<file path="src/skrsc_pkg.sv">
// ----------------------------------------------------------------------------
// skrsc_pkg
// Shared types and constants for the sorted key run set combiner.
// ----------------------------------------------------------------------------
package skrsc_pkg;

    // Field widths fixed by the stream format
    localparam int KEY_W   = 64;
    localparam int COUNT_W = 32;
    localparam int TIMES_W = 8;
    localparam int MODE_W  = 4;
    localparam int SRC_W   = 8;

    // Default number of meaningful key bits
    localparam int KEY_BITS_DEF = 64;

    // Result queue depth between front and back
    localparam int QUEUE_DEPTH = 4;

    // Combine modes
    localparam logic [MODE_W-1:0] MODE_MERGE    = 4'd0;
    localparam logic [MODE_W-1:0] MODE_MIN      = 4'd1;
    localparam logic [MODE_W-1:0] MODE_MINEXIST = 4'd2;
    localparam logic [MODE_W-1:0] MODE_MAX      = 4'd3;
    localparam logic [MODE_W-1:0] MODE_ADD      = 4'd4;
    localparam logic [MODE_W-1:0] MODE_AND      = 4'd5;
    localparam logic [MODE_W-1:0] MODE_NAND     = 4'd6;
    localparam logic [MODE_W-1:0] MODE_OR       = 4'd7;
    localparam logic [MODE_W-1:0] MODE_XOR      = 4'd8;

    // Register indexes on the configuration port
    localparam logic REG_OP_MODE      = 1'b0;
    localparam logic REG_SOURCE_COUNT = 1'b1;

    // Reset values of the configuration registers
    localparam logic [MODE_W-1:0] OP_MODE_RST      = MODE_MERGE;
    localparam logic [SRC_W-1:0]  SOURCE_COUNT_RST = 8'd2;

    // One finished group on its way out
    typedef struct packed {
        logic [KEY_W-1:0]   key;
        logic [COUNT_W-1:0] count;
        logic               last;
    } res_t;

    // Results written into the queue by one accepted item, oldest first
    typedef struct packed {
        logic v0;
        logic v1;
        res_t r0;
        res_t r1;
    } push_t;

endpackage

</file>
<file path="src/skrsc_front.sv">
// ----------------------------------------------------------------------------
// skrsc_front
// Group tracker: compares each item's key with the open group, combines the
// count and decides which finished groups are emitted.
// ----------------------------------------------------------------------------
module skrsc_front #(
    parameter int KEY_BITS = skrsc_pkg::KEY_BITS_DEF
) (
    input  logic                         aclk,
    input  logic                         aresetn,
    input  logic                         in_fire,
    input  logic [skrsc_pkg::KEY_W-1:0]  mer_key,
    input  logic [skrsc_pkg::COUNT_W-1:0] mer_count,
    input  logic                         end_of_stream,
    input  logic [skrsc_pkg::MODE_W-1:0] op_mode,
    input  logic [skrsc_pkg::SRC_W-1:0]  source_count,
    output skrsc_pkg::push_t             push
);
    import skrsc_pkg::*;

    logic [KEY_BITS-1:0] key_reg, key_next;
    logic [COUNT_W-1:0]  total_reg, total_next;
    logic [TIMES_W-1:0]  times_reg, times_next;
    logic                open_reg, open_next;

    logic [KEY_BITS-1:0] key_in;
    logic                same;
    logic                set_mode;
    logic [COUNT_W:0]    sum;
    logic [COUNT_W-1:0]  upd_total;
    logic [TIMES_W-1:0]  times_inc;
    logic                old_emit;
    logic                eos_emit;

    // Emit rule for a finished group
    function automatic logic emit_ok(input logic [MODE_W-1:0] m,
                                     input logic [TIMES_W-1:0] t,
                                     input logic [SRC_W-1:0]   s);
        logic ok;
        unique case (m)
            MODE_MIN, MODE_AND: ok = (t == s);
            MODE_NAND:          ok = (t != s);
            MODE_XOR:           ok = t[0];
            MODE_MERGE, MODE_MINEXIST, MODE_MAX, MODE_ADD, MODE_OR: ok = 1'b1;
            default:            ok = 1'b0;
        endcase
        return ok;
    endfunction

    // Classify the item against the open group
    assign key_in   = mer_key[KEY_BITS-1:0];
    assign same     = open_reg && (key_in == key_reg);
    assign set_mode = (op_mode == MODE_AND) || (op_mode == MODE_NAND) ||
                      (op_mode == MODE_OR)  || (op_mode == MODE_XOR);
    assign sum      = {1'b0, total_reg} + {1'b0, mer_count};
    assign times_inc = (times_reg == {TIMES_W{1'b1}}) ? times_reg
                                                      : times_reg + 1'b1;

    // Combine the count by the mode in force
    always_comb begin
        priority if (op_mode == MODE_MIN || op_mode == MODE_MINEXIST) begin
            upd_total = (mer_count < total_reg) ? mer_count : total_reg;
        end else if (op_mode == MODE_MAX) begin
            upd_total = (mer_count > total_reg) ? mer_count : total_reg;
        end else if (set_mode) begin
            upd_total = COUNT_W'(1);
        end else begin
            upd_total = sum[COUNT_W] ? {COUNT_W{1'b1}} : sum[COUNT_W-1:0];
        end
    end

    // Next group state: extend the open group or open a fresh one
    always_comb begin
        key_next   = same ? key_reg : key_in;
        total_next = same ? upd_total : (set_mode ? COUNT_W'(1) : mer_count);
        times_next = same ? times_inc : TIMES_W'(1);
        open_next  = !end_of_stream;
    end

    // Decide which groups leave with this item
    assign old_emit = open_reg && !same && emit_ok(op_mode, times_reg, source_count);
    assign eos_emit = end_of_stream && emit_ok(op_mode, times_next, source_count);

    always_comb begin
        push.v0       = in_fire && old_emit;
        push.v1       = in_fire && eos_emit;
        push.r0.key   = KEY_W'(key_reg);
        push.r0.count = total_reg;
        push.r0.last  = !eos_emit;
        push.r1.key   = KEY_W'(key_next);
        push.r1.count = total_next;
        push.r1.last  = 1'b1;
    end

    // Hold group state between items
    always_ff @(posedge aclk) begin
        if (!aresetn) begin
            key_reg   <= '0;
            total_reg <= '0;
            times_reg <= '0;
            open_reg  <= 1'b0;
        end else if (in_fire) begin
            key_reg   <= key_next;
            total_reg <= total_next;
            times_reg <= times_next;
            open_reg  <= open_next;
        end
    end

endmodule

</file>
<file path="src/skrsc_queue.sv">
// ----------------------------------------------------------------------------
// skrsc_queue
// Short result queue between front and back; takes up to two results per
// cycle and gives one.
// ----------------------------------------------------------------------------
module skrsc_queue (
    input  logic              aclk,
    input  logic              aresetn,
    input  skrsc_pkg::push_t  push,
    output logic              room,
    output logic              not_empty,
    input  logic              pop,
    output skrsc_pkg::res_t   head
);
    import skrsc_pkg::*;

    localparam int PTR_W = $clog2(QUEUE_DEPTH);
    localparam int CNT_W = $clog2(QUEUE_DEPTH + 1);

    res_t             mem [QUEUE_DEPTH];
    logic [PTR_W-1:0] wr_ptr_reg, wr_ptr_next;
    logic [PTR_W-1:0] rd_ptr_reg, rd_ptr_next;
    logic [CNT_W-1:0] cnt_reg, cnt_next;
    logic [1:0]       n_push;
    res_t             first;
    logic [PTR_W-1:0] wr_ptr_p1;

    // Pack the pushed results so the oldest goes first
    assign n_push    = {1'b0, push.v0} + {1'b0, push.v1};
    assign first     = push.v0 ? push.r0 : push.r1;
    assign wr_ptr_p1 = wr_ptr_reg + 1'b1;

    assign room      = (cnt_reg <= CNT_W'(QUEUE_DEPTH - 2));
    assign not_empty = (cnt_reg != '0);
    assign head      = mem[rd_ptr_reg];

    always_comb begin
        wr_ptr_next = wr_ptr_reg + PTR_W'(n_push);
        rd_ptr_next = rd_ptr_reg + PTR_W'(pop);
        cnt_next    = cnt_reg + CNT_W'(n_push) - CNT_W'(pop);
    end

    // Store results
    always_ff @(posedge aclk) begin
        if (n_push != 2'd0) begin
            mem[wr_ptr_reg] <= first;
        end
        if (n_push == 2'd2) begin
            mem[wr_ptr_p1] <= push.r1;
        end
    end

    // Advance pointers and fill level
    always_ff @(posedge aclk) begin
        if (!aresetn) begin
            wr_ptr_reg <= '0;
            rd_ptr_reg <= '0;
            cnt_reg    <= '0;
        end else begin
            wr_ptr_reg <= wr_ptr_next;
            rd_ptr_reg <= rd_ptr_next;
            cnt_reg    <= cnt_next;
        end
    end

endmodule

</file>
<file path="src/skrsc_back.sv">
// ----------------------------------------------------------------------------
// skrsc_back
// Output stage: moves results from the queue into the output register and
// holds them until the receiver takes the transfer.
// ----------------------------------------------------------------------------
module skrsc_back (
    input  logic             aclk,
    input  logic             aresetn,
    input  logic             not_empty,
    input  skrsc_pkg::res_t  head,
    output logic             pop,
    output logic             out_valid,
    input  logic             out_ready,
    output skrsc_pkg::res_t  out_res
);
    import skrsc_pkg::*;

    logic valid_reg, valid_next;
    res_t res_reg;
    logic load;

    // Load when the register is free or being drained
    assign load       = not_empty && (!valid_reg || out_ready);
    assign pop        = load;
    assign valid_next = load || (valid_reg && !out_ready);

    assign out_valid = valid_reg;
    assign out_res   = res_reg;

    always_ff @(posedge aclk) begin
        if (!aresetn) begin
            valid_reg <= 1'b0;
        end else begin
            valid_reg <= valid_next;
        end
    end

    always_ff @(posedge aclk) begin
        if (load) begin
            res_reg <= head;
        end
    end

endmodule

</file>
<file path="src/sorted_key_run_set_combiner_core.sv">
// ----------------------------------------------------------------------------
// sorted_key_run_set_combiner_core
// Combines runs of equal keys in a key-sorted count stream.
// ----------------------------------------------------------------------------
// Input stream s_axis: one (key, count) item per transfer, keys ascending;
// tlast marks the final item of the stream. Output stream m_axis: one
// finished group per transfer; tlast marks the last result caused by one
// input item (an item causes zero, one or two results).
// The APB port holds op_mode (address 0) and source_count (address 4);
// write them only while the block is idle.
// Throughput: one input item per cycle while the receiver keeps up, set by
// the combinational key compare and count update in the front stage. Each
// result is written into the queue at the input transfer and then moves
// into the output register. An item that causes two results leaves them
// in the queue, and they go out one per transfer.
// When the receiver stalls, results collect in a four-entry queue; s_axis
// tready drops once fewer than two entries are free, so nothing is lost.
// Reset clears the open group, the queue and the output register and
// restores op_mode to merge and source_count to 2.
// ----------------------------------------------------------------------------
module sorted_key_run_set_combiner_core #(
    parameter int KEY_BITS = skrsc_pkg::KEY_BITS_DEF
) (
    input  logic        aclk,
    input  logic        aresetn,
    // Input stream
    input  logic        s_axis_tvalid,
    output logic        s_axis_tready,
    input  logic [95:0] s_axis_tdata,   // [63:0] mer_key, [95:64] mer_count
    input  logic        s_axis_tlast,   // end_of_stream
    // Result stream
    output logic        m_axis_tvalid,
    input  logic        m_axis_tready,
    output logic [95:0] m_axis_tdata,   // [63:0] group_key, [95:64] group_count
    output logic        m_axis_tlast,   // last_of_item
    // Configuration port
    input  logic        psel,
    input  logic        penable,
    input  logic        pwrite,
    input  logic [2:0]  paddr,
    input  logic [31:0] pwdata,
    output logic [31:0] prdata,
    output logic        pready
);
    import skrsc_pkg::*;

    logic [MODE_W-1:0] op_mode_reg;
    logic [SRC_W-1:0]  source_count_reg;
    logic              cfg_wr;
    logic              in_fire;
    logic              room;
    logic              not_empty;
    logic              pop;
    push_t             push;
    res_t              head;
    res_t              out_res;

    // Configuration registers
    assign pready = 1'b1;
    assign cfg_wr = psel && penable && pwrite && pready;

    always_ff @(posedge aclk) begin
        if (!aresetn) begin
            op_mode_reg      <= OP_MODE_RST;
            source_count_reg <= SOURCE_COUNT_RST;
        end else if (cfg_wr) begin
            if (paddr[2] == REG_OP_MODE) begin
                op_mode_reg <= pwdata[MODE_W-1:0];
            end else begin
                source_count_reg <= pwdata[SRC_W-1:0];
            end
        end
    end

    assign prdata = (paddr[2] == REG_SOURCE_COUNT) ? 32'(source_count_reg)
                                                   : 32'(op_mode_reg);

    // Accept while the queue can take two results
    assign s_axis_tready = room;
    assign in_fire       = s_axis_tvalid && s_axis_tready;

    skrsc_front #(
        .KEY_BITS (KEY_BITS)
    ) u_front (
        .aclk          (aclk),
        .aresetn       (aresetn),
        .in_fire       (in_fire),
        .mer_key       (s_axis_tdata[63:0]),
        .mer_count     (s_axis_tdata[95:64]),
        .end_of_stream (s_axis_tlast),
        .op_mode       (op_mode_reg),
        .source_count  (source_count_reg),
        .push          (push)
    );

    skrsc_queue u_queue (
        .aclk      (aclk),
        .aresetn   (aresetn),
        .push      (push),
        .room      (room),
        .not_empty (not_empty),
        .pop       (pop),
        .head      (head)
    );

    skrsc_back u_back (
        .aclk      (aclk),
        .aresetn   (aresetn),
        .not_empty (not_empty),
        .head      (head),
        .pop       (pop),
        .out_valid (m_axis_tvalid),
        .out_ready (m_axis_tready),
        .out_res   (out_res)
    );

    // Drive the result stream
    assign m_axis_tdata = {out_res.count, out_res.key};
    assign m_axis_tlast = out_res.last;

endmodule

</file>
<file path="config.mk">
export PLATFORM = sky130hd
export DESIGN_NAME = sorted_key_run_set_combiner_core
export DESIGN_NICKNAME = d
export VERILOG_FILES = /design/src/skrsc_pkg.sv /design/src/skrsc_front.sv /design/src/skrsc_queue.sv /design/src/skrsc_back.sv /design/src/sorted_key_run_set_combiner_core.sv
export SDC_FILE = /design/constraint.sdc
export NUM_CORES = 1
export LEC_CHECK = 0
export BUFFER_PORTS_ARGS = -buffer_cell sky130_fd_sc_hd__buf_2
export CORE_ASPECT_RATIO = 0.6
export CORE_MARGIN = 4
export CORE_UTILIZATION = 60
export DETAILED_ROUTE_END_ITERATION = 6
export PLACE_DENSITY = 0.8
export SYNTH_ARGS = -nofsm -noshare
export SYNTH_HDL_FRONTEND = slang
export SYNTH_SLANG_ARGS = --single-unit
</file>
<file path="constraint.sdc">
create_clock -name aclk -period 15.5 [get_ports aclk]
set_input_delay 3.1 -clock aclk [delete_from_list [all_inputs] [get_ports aclk]]
set_output_delay 3.1 -clock aclk [all_outputs]
set_load 0.005 [all_outputs]
</file>
==> run metrics, run 1 <==
Slowest-stage cell, CP nor2_4; hold path endpoint u_queue.mem[3][0]; FF-to-FF Start u_front.key_reg[16]; fillers 3773; leak pwr 12.5 nW; Worst Hold Depth 1; Worst R2R Setup Slack 7.98 ns; IO Pins 271; clock-pin slew on the worst setup and hold paths 0.06 ns; fin nets 2958; max FFs per register 388; Final Max Slew Viols 0; Hold Slack 0.466 ns; post-synthesis simple-gate area fraction 8.34%; Rel. slew slack 10.9%; Async S/R FF share, synth 0%; CP max stage delay 0.94 ns; non-filler cells, final 3491; Power Density 148 nW/um2; final hold violations 0; CP max FO 61; crit-path cells buf_2, xor2_1, nor4_1, nand4_1, nor4_4, buf_4, and2_1, a31oi_1, o41ai_2, nand4_1, or2_2, ha_1, or3_1, nor2_4, buf_4, a22oi_1, o21ai_0; Hold WC Path Type flip-flop to flip-flop; CP arrival 10.05 ns; Max Freq 103 MHz; critical path buffer and inverter count 3; core area 51400 um2; post-CTS setup buffers 0; Die Area 56400 um2; Placed Area 33000 um2; Netlist cell types 96; CTS tree built; final instance area 34600 um2; post-synthesis mux area share 7.85%; Worst Min Path Start u_queue.mem[3][0]; cts repair resizes 0; mapped cell area 31500 um2; Least-Margin Pin Slew 1.34 ns; Clk Latency, worst-skew pair 0.61 ns; Num CTS Buffers 53; Routed WL 101000 um; Max-Cap Viols 0; gr usage total 34.8%; Critical Path Source Type input pin; Main synth FF type edfxtp_1; initial antenna violation count 12; RSZ-0062 raised after global routing no; H-tree levels 2; dpl hpwl 64500 um; largest family of logic cells by synthesized area compound AO/OA/AOI/OAI gates; Die Span Y 186 um; Setup Skew 0.0299 ns; GP Congestion 0.986; kind of critical path input pin to flip-flop; end of the worst register-to-register path u_queue.mem[0][14]; drt drc 2; Gate Count Post-Synth 2631; most common cell after layout, fill and taps aside edfxtp_1; drt first pass iters 7; Max rail drop VDD 0.167 mV; Post-CTS Hold Buffers 0; Final min period 9.72 ns; status complete, but fails checks; DIE WIDTH 304 um; DRT antenna net count 0; root buf cell clkbuf_16; delay-heaviest family, CP simple AND/OR/NAND/NOR gates; R2R cell count 16; Initial Util 61.3%; post-synthesis compound-gate area fraction 20.0%; #FFs+latches synth 610; Final setup viols 0; EDFF count, synth 481; worst endpoint required time 15.83 ns; share of the clock period used by the worst path 62.7%; 1st-iter DRT viols 3931; XOR/XNOR Fraction of Synth Area 2.72%; Crit. End Element flip-flop; Ys Warns 0; Core Rows 64; via count 24.7k; # port buffers 219; vias in the first global route 23.6k; register area share after synthesis 54.0%; failing checks DRC; first-pass GRT wire length 150000 um; cell count after placement 3383; Wirelength per Cell 29.0 um; layout cells sized above 1 17.3%; Avg Synthesized Cell Area 12.0 um2; Synth Area in Adders 2.99%; largest net degree at the start of global routing 85; most frequent cells in the layout edfxtp_1, a22o_1, nand2_1; setup TNS 0 ns; crit path from s_axis_tdata[16]; synth-to-layout area growth 9.79%; gr ovfl total 0; Clock Path Buffers 3; Num Clock Sinks 610; DR vias/cell 7.08
## stage by stage
step / utilization (%) / setup slack (ns) / power [mW]
finish: 67.3 / 5.78 / 5.12
global route: 67.3 / 5.72 / 5.32
CTS: 67.2 / 6.17 / 5.09
detailed placement: 64.1 / 5.61 / 3.84
global placement: 64.1 / 5.66 / 3.80
floorplan: - / 2.35 / 3.24
## layer usage
| metal | wire [um] | global-route usage (%) |
|---|---|---|
| met3 | 13900 | 9.78 |
| met1 | 39600 | 50.0 |
| met4 | 3130 | 9.42 |
| met5 | 34 | 0 |
| met2 | 44500 | 52.8 |
## cell families after synthesis
| logic type | after synthesis |
|---|---|
| flip-flops | 610 |
| buffers and inverters | 296 |
| AND/OR/NAND/NOR | 560 |
| AO/OA/AOI/OAI | 866 |
| adder cells (fa/ha/maj) | 74 |
| multiplexers | 125 |
| XOR/XNOR | 98 |
| other | 2 |
## Yosys cell counts (all sizes together), types with 6 or more instances
| library cell | count | area share [%] |
|---|---|---|
| a2111oi | 7 | 0.33 |
| a211oi | 26 | 0.64 |
| a21o | 9 | 0.21 |
| a21oi | 192 | 3.1 |
| a221oi | 7 | 0.27 |
| a22o | 290 | 8.1 |
| a22oi | 16 | 0.38 |
| a31oi | 14 | 0.28 |
| a32o | 9 | 0.29 |
| and2 | 14 | 0.28 |
| and3 | 10 | 0.20 |
| buf | 102 | 1.7 |
| clkbuf | 118 | 1.4 |
| dfxtp | 129 | 8.2 |
| edfxtp | 481 | 46 |
| ha | 72 | 2.9 |
| inv | 76 | 0.91 |
| mux2 | 7 | 0.25 |
| mux2i | 21 | 0.67 |
| mux4 | 97 | 6.9 |
| nand2 | 278 | 3.3 |
| nand2b | 12 | 0.24 |
| nand3 | 31 | 0.49 |
| nand4 | 18 | 0.36 |
| nor2 | 73 | 0.89 |
| nor2b | 13 | 0.26 |
| nor3 | 41 | 0.72 |
| nor4 | 25 | 0.54 |
| o211ai | 18 | 0.43 |
| o21a | 14 | 0.33 |
| o21ai | 109 | 1.7 |
| o21bai | 6 | 0.14 |
| o221ai | 6 | 0.17 |
| o22ai | 44 | 0.87 |
| o311ai | 6 | 0.17 |
| o31ai | 23 | 0.55 |
| o32ai | 12 | 0.33 |
| or2 | 8 | 0.16 |
| or3 | 13 | 0.26 |
| or4 | 10 | 0.26 |
| xnor2 | 28 | 0.78 |
| xor2 | 70 | 1.9 |
## power by group
part | internal, mW | total [mW] | switching [mW]
logic | 0.565 | 1.50 | 0.934
clock network | 0.675 | 1.28 | 0.602
registers | 2.14 | 2.34 | 0.199
total | 3.38 | 5.12 | 1.73
## cell type report
| type | count | area (um2) | area share (%) |
|---|---|---|---|
| sequential | 610 | 17000 | 49.2 |
| multi-input combinational | 1748 | 13400 | 38.7 |
| clock buffer | 81 | 1470 | 4.25 |
| timing repair buffer | 256 | 1370 | 3.97 |
| tap | 693 | 867 | 2.51 |
| inverter | 76 | 287 | 0.828 |
| clock inverter | 18 | 144 | 0.416 |
| antenna | 9 | 22.5 | 0.0651 |
## how the worst max path moves through the flow
stage / to / depth (start not counted) / slack [ns]
after floorplan: u_queue.mem[2][0] / 14 / 2.35
after global placement: u_queue.mem[0][14] / 17 / 5.66
after detailed placement: u_queue.mem[0][14] / 17 / 5.61
after CTS: u_queue.mem[0][14] / 17 / 6.17
after global routing: u_queue.mem[0][14] / 17 / 5.72
final: u_queue.mem[0][14] / 17 / 5.78
Power figures use the tool's default switching activity.
==> run 2: changes to the inputs <==
==> constraint.sdc (replaced) <==
create_clock -name aclk -period 9.8 [get_ports aclk]
set_input_delay 1.96 -clock aclk [delete_from_list [all_inputs] [get_ports aclk]]
set_output_delay 1.96 -clock aclk [all_outputs]
set_load 0.005 [all_outputs]
==> run metrics, run 2 (synthesized netlist as in run 1, its figures left out) <==
Critical Path Source Type input pin; final hold violations 0; CTS tree built; crit-path cells buf_2, xor2_1, nor4_1, nand4_1, nor4_4, and2_1, a31oi_1, o41ai_2, nand4_1, or2_2, ha_1, nor3_1, a21oi_1, buf_4, nor2_1, a22oi_1, o21ai_0; Final setup viols 0; H-tree levels 2; gr usage total 34.3%; drt drc 0; largest net degree at the start of global routing 76; Final Max Slew Viols 5; Rel. slew slack -4.10%; # port buffers 219; core area 51400 um2; fin nets 2968; worst endpoint required time 10.21 ns; cts repair resizes 0; Clk Latency, worst-skew pair 0.61 ns; Final min period 7.74 ns; gr busiest metal met2; clock-pin slew on the worst setup and hold paths 0.06 ns; Slowest-stage cell, CP nor4_1; kind of critical path input pin to flip-flop; Crit. End Element flip-flop; power share of the clock group 27.5%; cell count after placement 3392; IO Pins 271; CP arrival 8.15 ns; via count 24.9k; drt first pass iters 6; Max rail drop VDD 0.281 mV; Comb pwr share 28.4%; switching share of power 33.1%; initial antenna violation count 13; share of the clock period used by the worst path 79.0%; Seq pwr share 44.1%; Setup Skew 0.0190 ns; RSZ-0062 raised after global routing no; power consumption 8.36 mW; Routed WL 100000 um; failing checks capacitance limit, slew limit; layout cells sized above 1 18.0%; CP max FO 12; Power Density 238 nW/um2; CP dominant cell by count nand4_1; Wirelength per Cell 28.6 um; Die Span Y 186 um; GP Congestion 1.06; max FFs per register 388; DIE WIDTH 304 um; met2 track utilization from global routing 51.3%; Clock Path Buffers 3; root buf cell clkbuf_16; gr ovfl total 0; Num CTS Buffers 54; Least-Margin Pin Slew 1.55 ns; dpl hpwl 64200 um; status complete, but fails checks; post-CTS setup buffers 0; internal power 5.59 mW; switching power 2.76 mW; Max-Cap Viols 1; met3 Use GR 8.84%; DRT antenna net count 0; Max Freq 129 MHz; first-pass GRT wire length 147000 um; Num Clock Sinks 610; non-filler cells, final 3506; Core Rows 64; setup TNS 0 ns; DR vias/cell 7.10; most common cell after layout, fill and taps aside edfxtp_1; synth-to-layout area growth 11.4%; Post-CTS Hold Buffers 0; most frequent cells in the layout edfxtp_1, a22o_1, nand2_1; 1st-iter DRT viols 3889; Die Area 56400 um2; leak pwr 12.7 nW; Hold WC Path Type flip-flop to flip-flop; GR Util met1 49.8%; CP max stage delay 0.89 ns; Initial Util 61.3%; vias in the first global route 23.3k
## run 2: cell count changes in the layout (fill, tap and decap cells not counted), sizes merged, moves of 2 or more
| cell | before | now |
|---|---|---|
| bufinv | 1 | 10 |
| diode | 9 | 12 |
| clkinvlp | 0 | 5 |
| clkbuf | 81 | 67 |
| clkinv | 16 | 18 |
| buf | 256 | 265 |
## run 2: power groups by stage
stage          Sequential (mW)  Combinational (mW)  Clock, mW
3_3_place_gp              3.70                2.29          0
4_1_cts                   3.68                2.34       2.30
6_report                  3.68                2.38       2.29
2_1_floorplan             3.68                1.45          0
3_5_place_dp              3.73                2.33          0
5_1_grt                   3.72                2.53       2.41
## run 2: final timing paths
| path | endpoint | from | cells after the start | slack [ns] |
|---|---|---|---|---|
| setup / recovery | u_queue.mem[0][13] | s_axis_tdata[16] | 17 | 2.06 |
| hold / removal | u_queue.mem[3][0] | u_queue.mem[3][0] | 1 | 0.48 |
| setup reg to reg | u_queue.mem[0][13] | u_front.key_reg[16] | 16 | 3.08 |
| hold reg to reg | u_queue.mem[3][0] | u_queue.mem[3][0] | 1 | 0.48 |
## run 2: final cells by class
class	count	area [um2]
Sequential cell	610	17000
Fill cell	3619	16300
Multi-Input combinational cell	1748	13400
Timing Repair Buffer	265	1600
Clock buffer	67	1410
Tap cell	693	867
Clock inverter	35	479
Inverter	76	287
Antenna cell	12	30.0
## run 2: critical path, delay by kind of cell
kind | cells | cell delay (ns)
compound gates | 5 | 0.91
xor+xnor | 1 | 0.27
fa+ha+maj | 1 | 0.25
buf+inv | 2 | 0.39
simple gates | 8 | 4.34
## run 2: per-stage QoR
step / utilization, % / setup WS [ns] / area, um2 / hold slack (ns)
2_1_floorplan: - / 0.281 / 31600 / 0.431
3_3_place_gp: 64.5 / 2.04 / 33200 / 0.440
3_5_place_dp: 64.5 / 1.97 / 33200 / 0.463
4_1_cts: 68.2 / 2.58 / 35100 / 0.472
5_1_grt: 68.3 / 2.04 / 35100 / 0.502
6_report: 68.3 / 2.06 / 35100 / 0.479
## run 2: per-layer routing
| metal | wire length (um) | share of wire [%] |
|---|---|---|
| met5 | 20 | 0.020 |
| met4 | 3310 | 3.3 |
| met3 | 14000 | 14 |
| met2 | 43500 | 43 |
| met1 | 39400 | 39 |
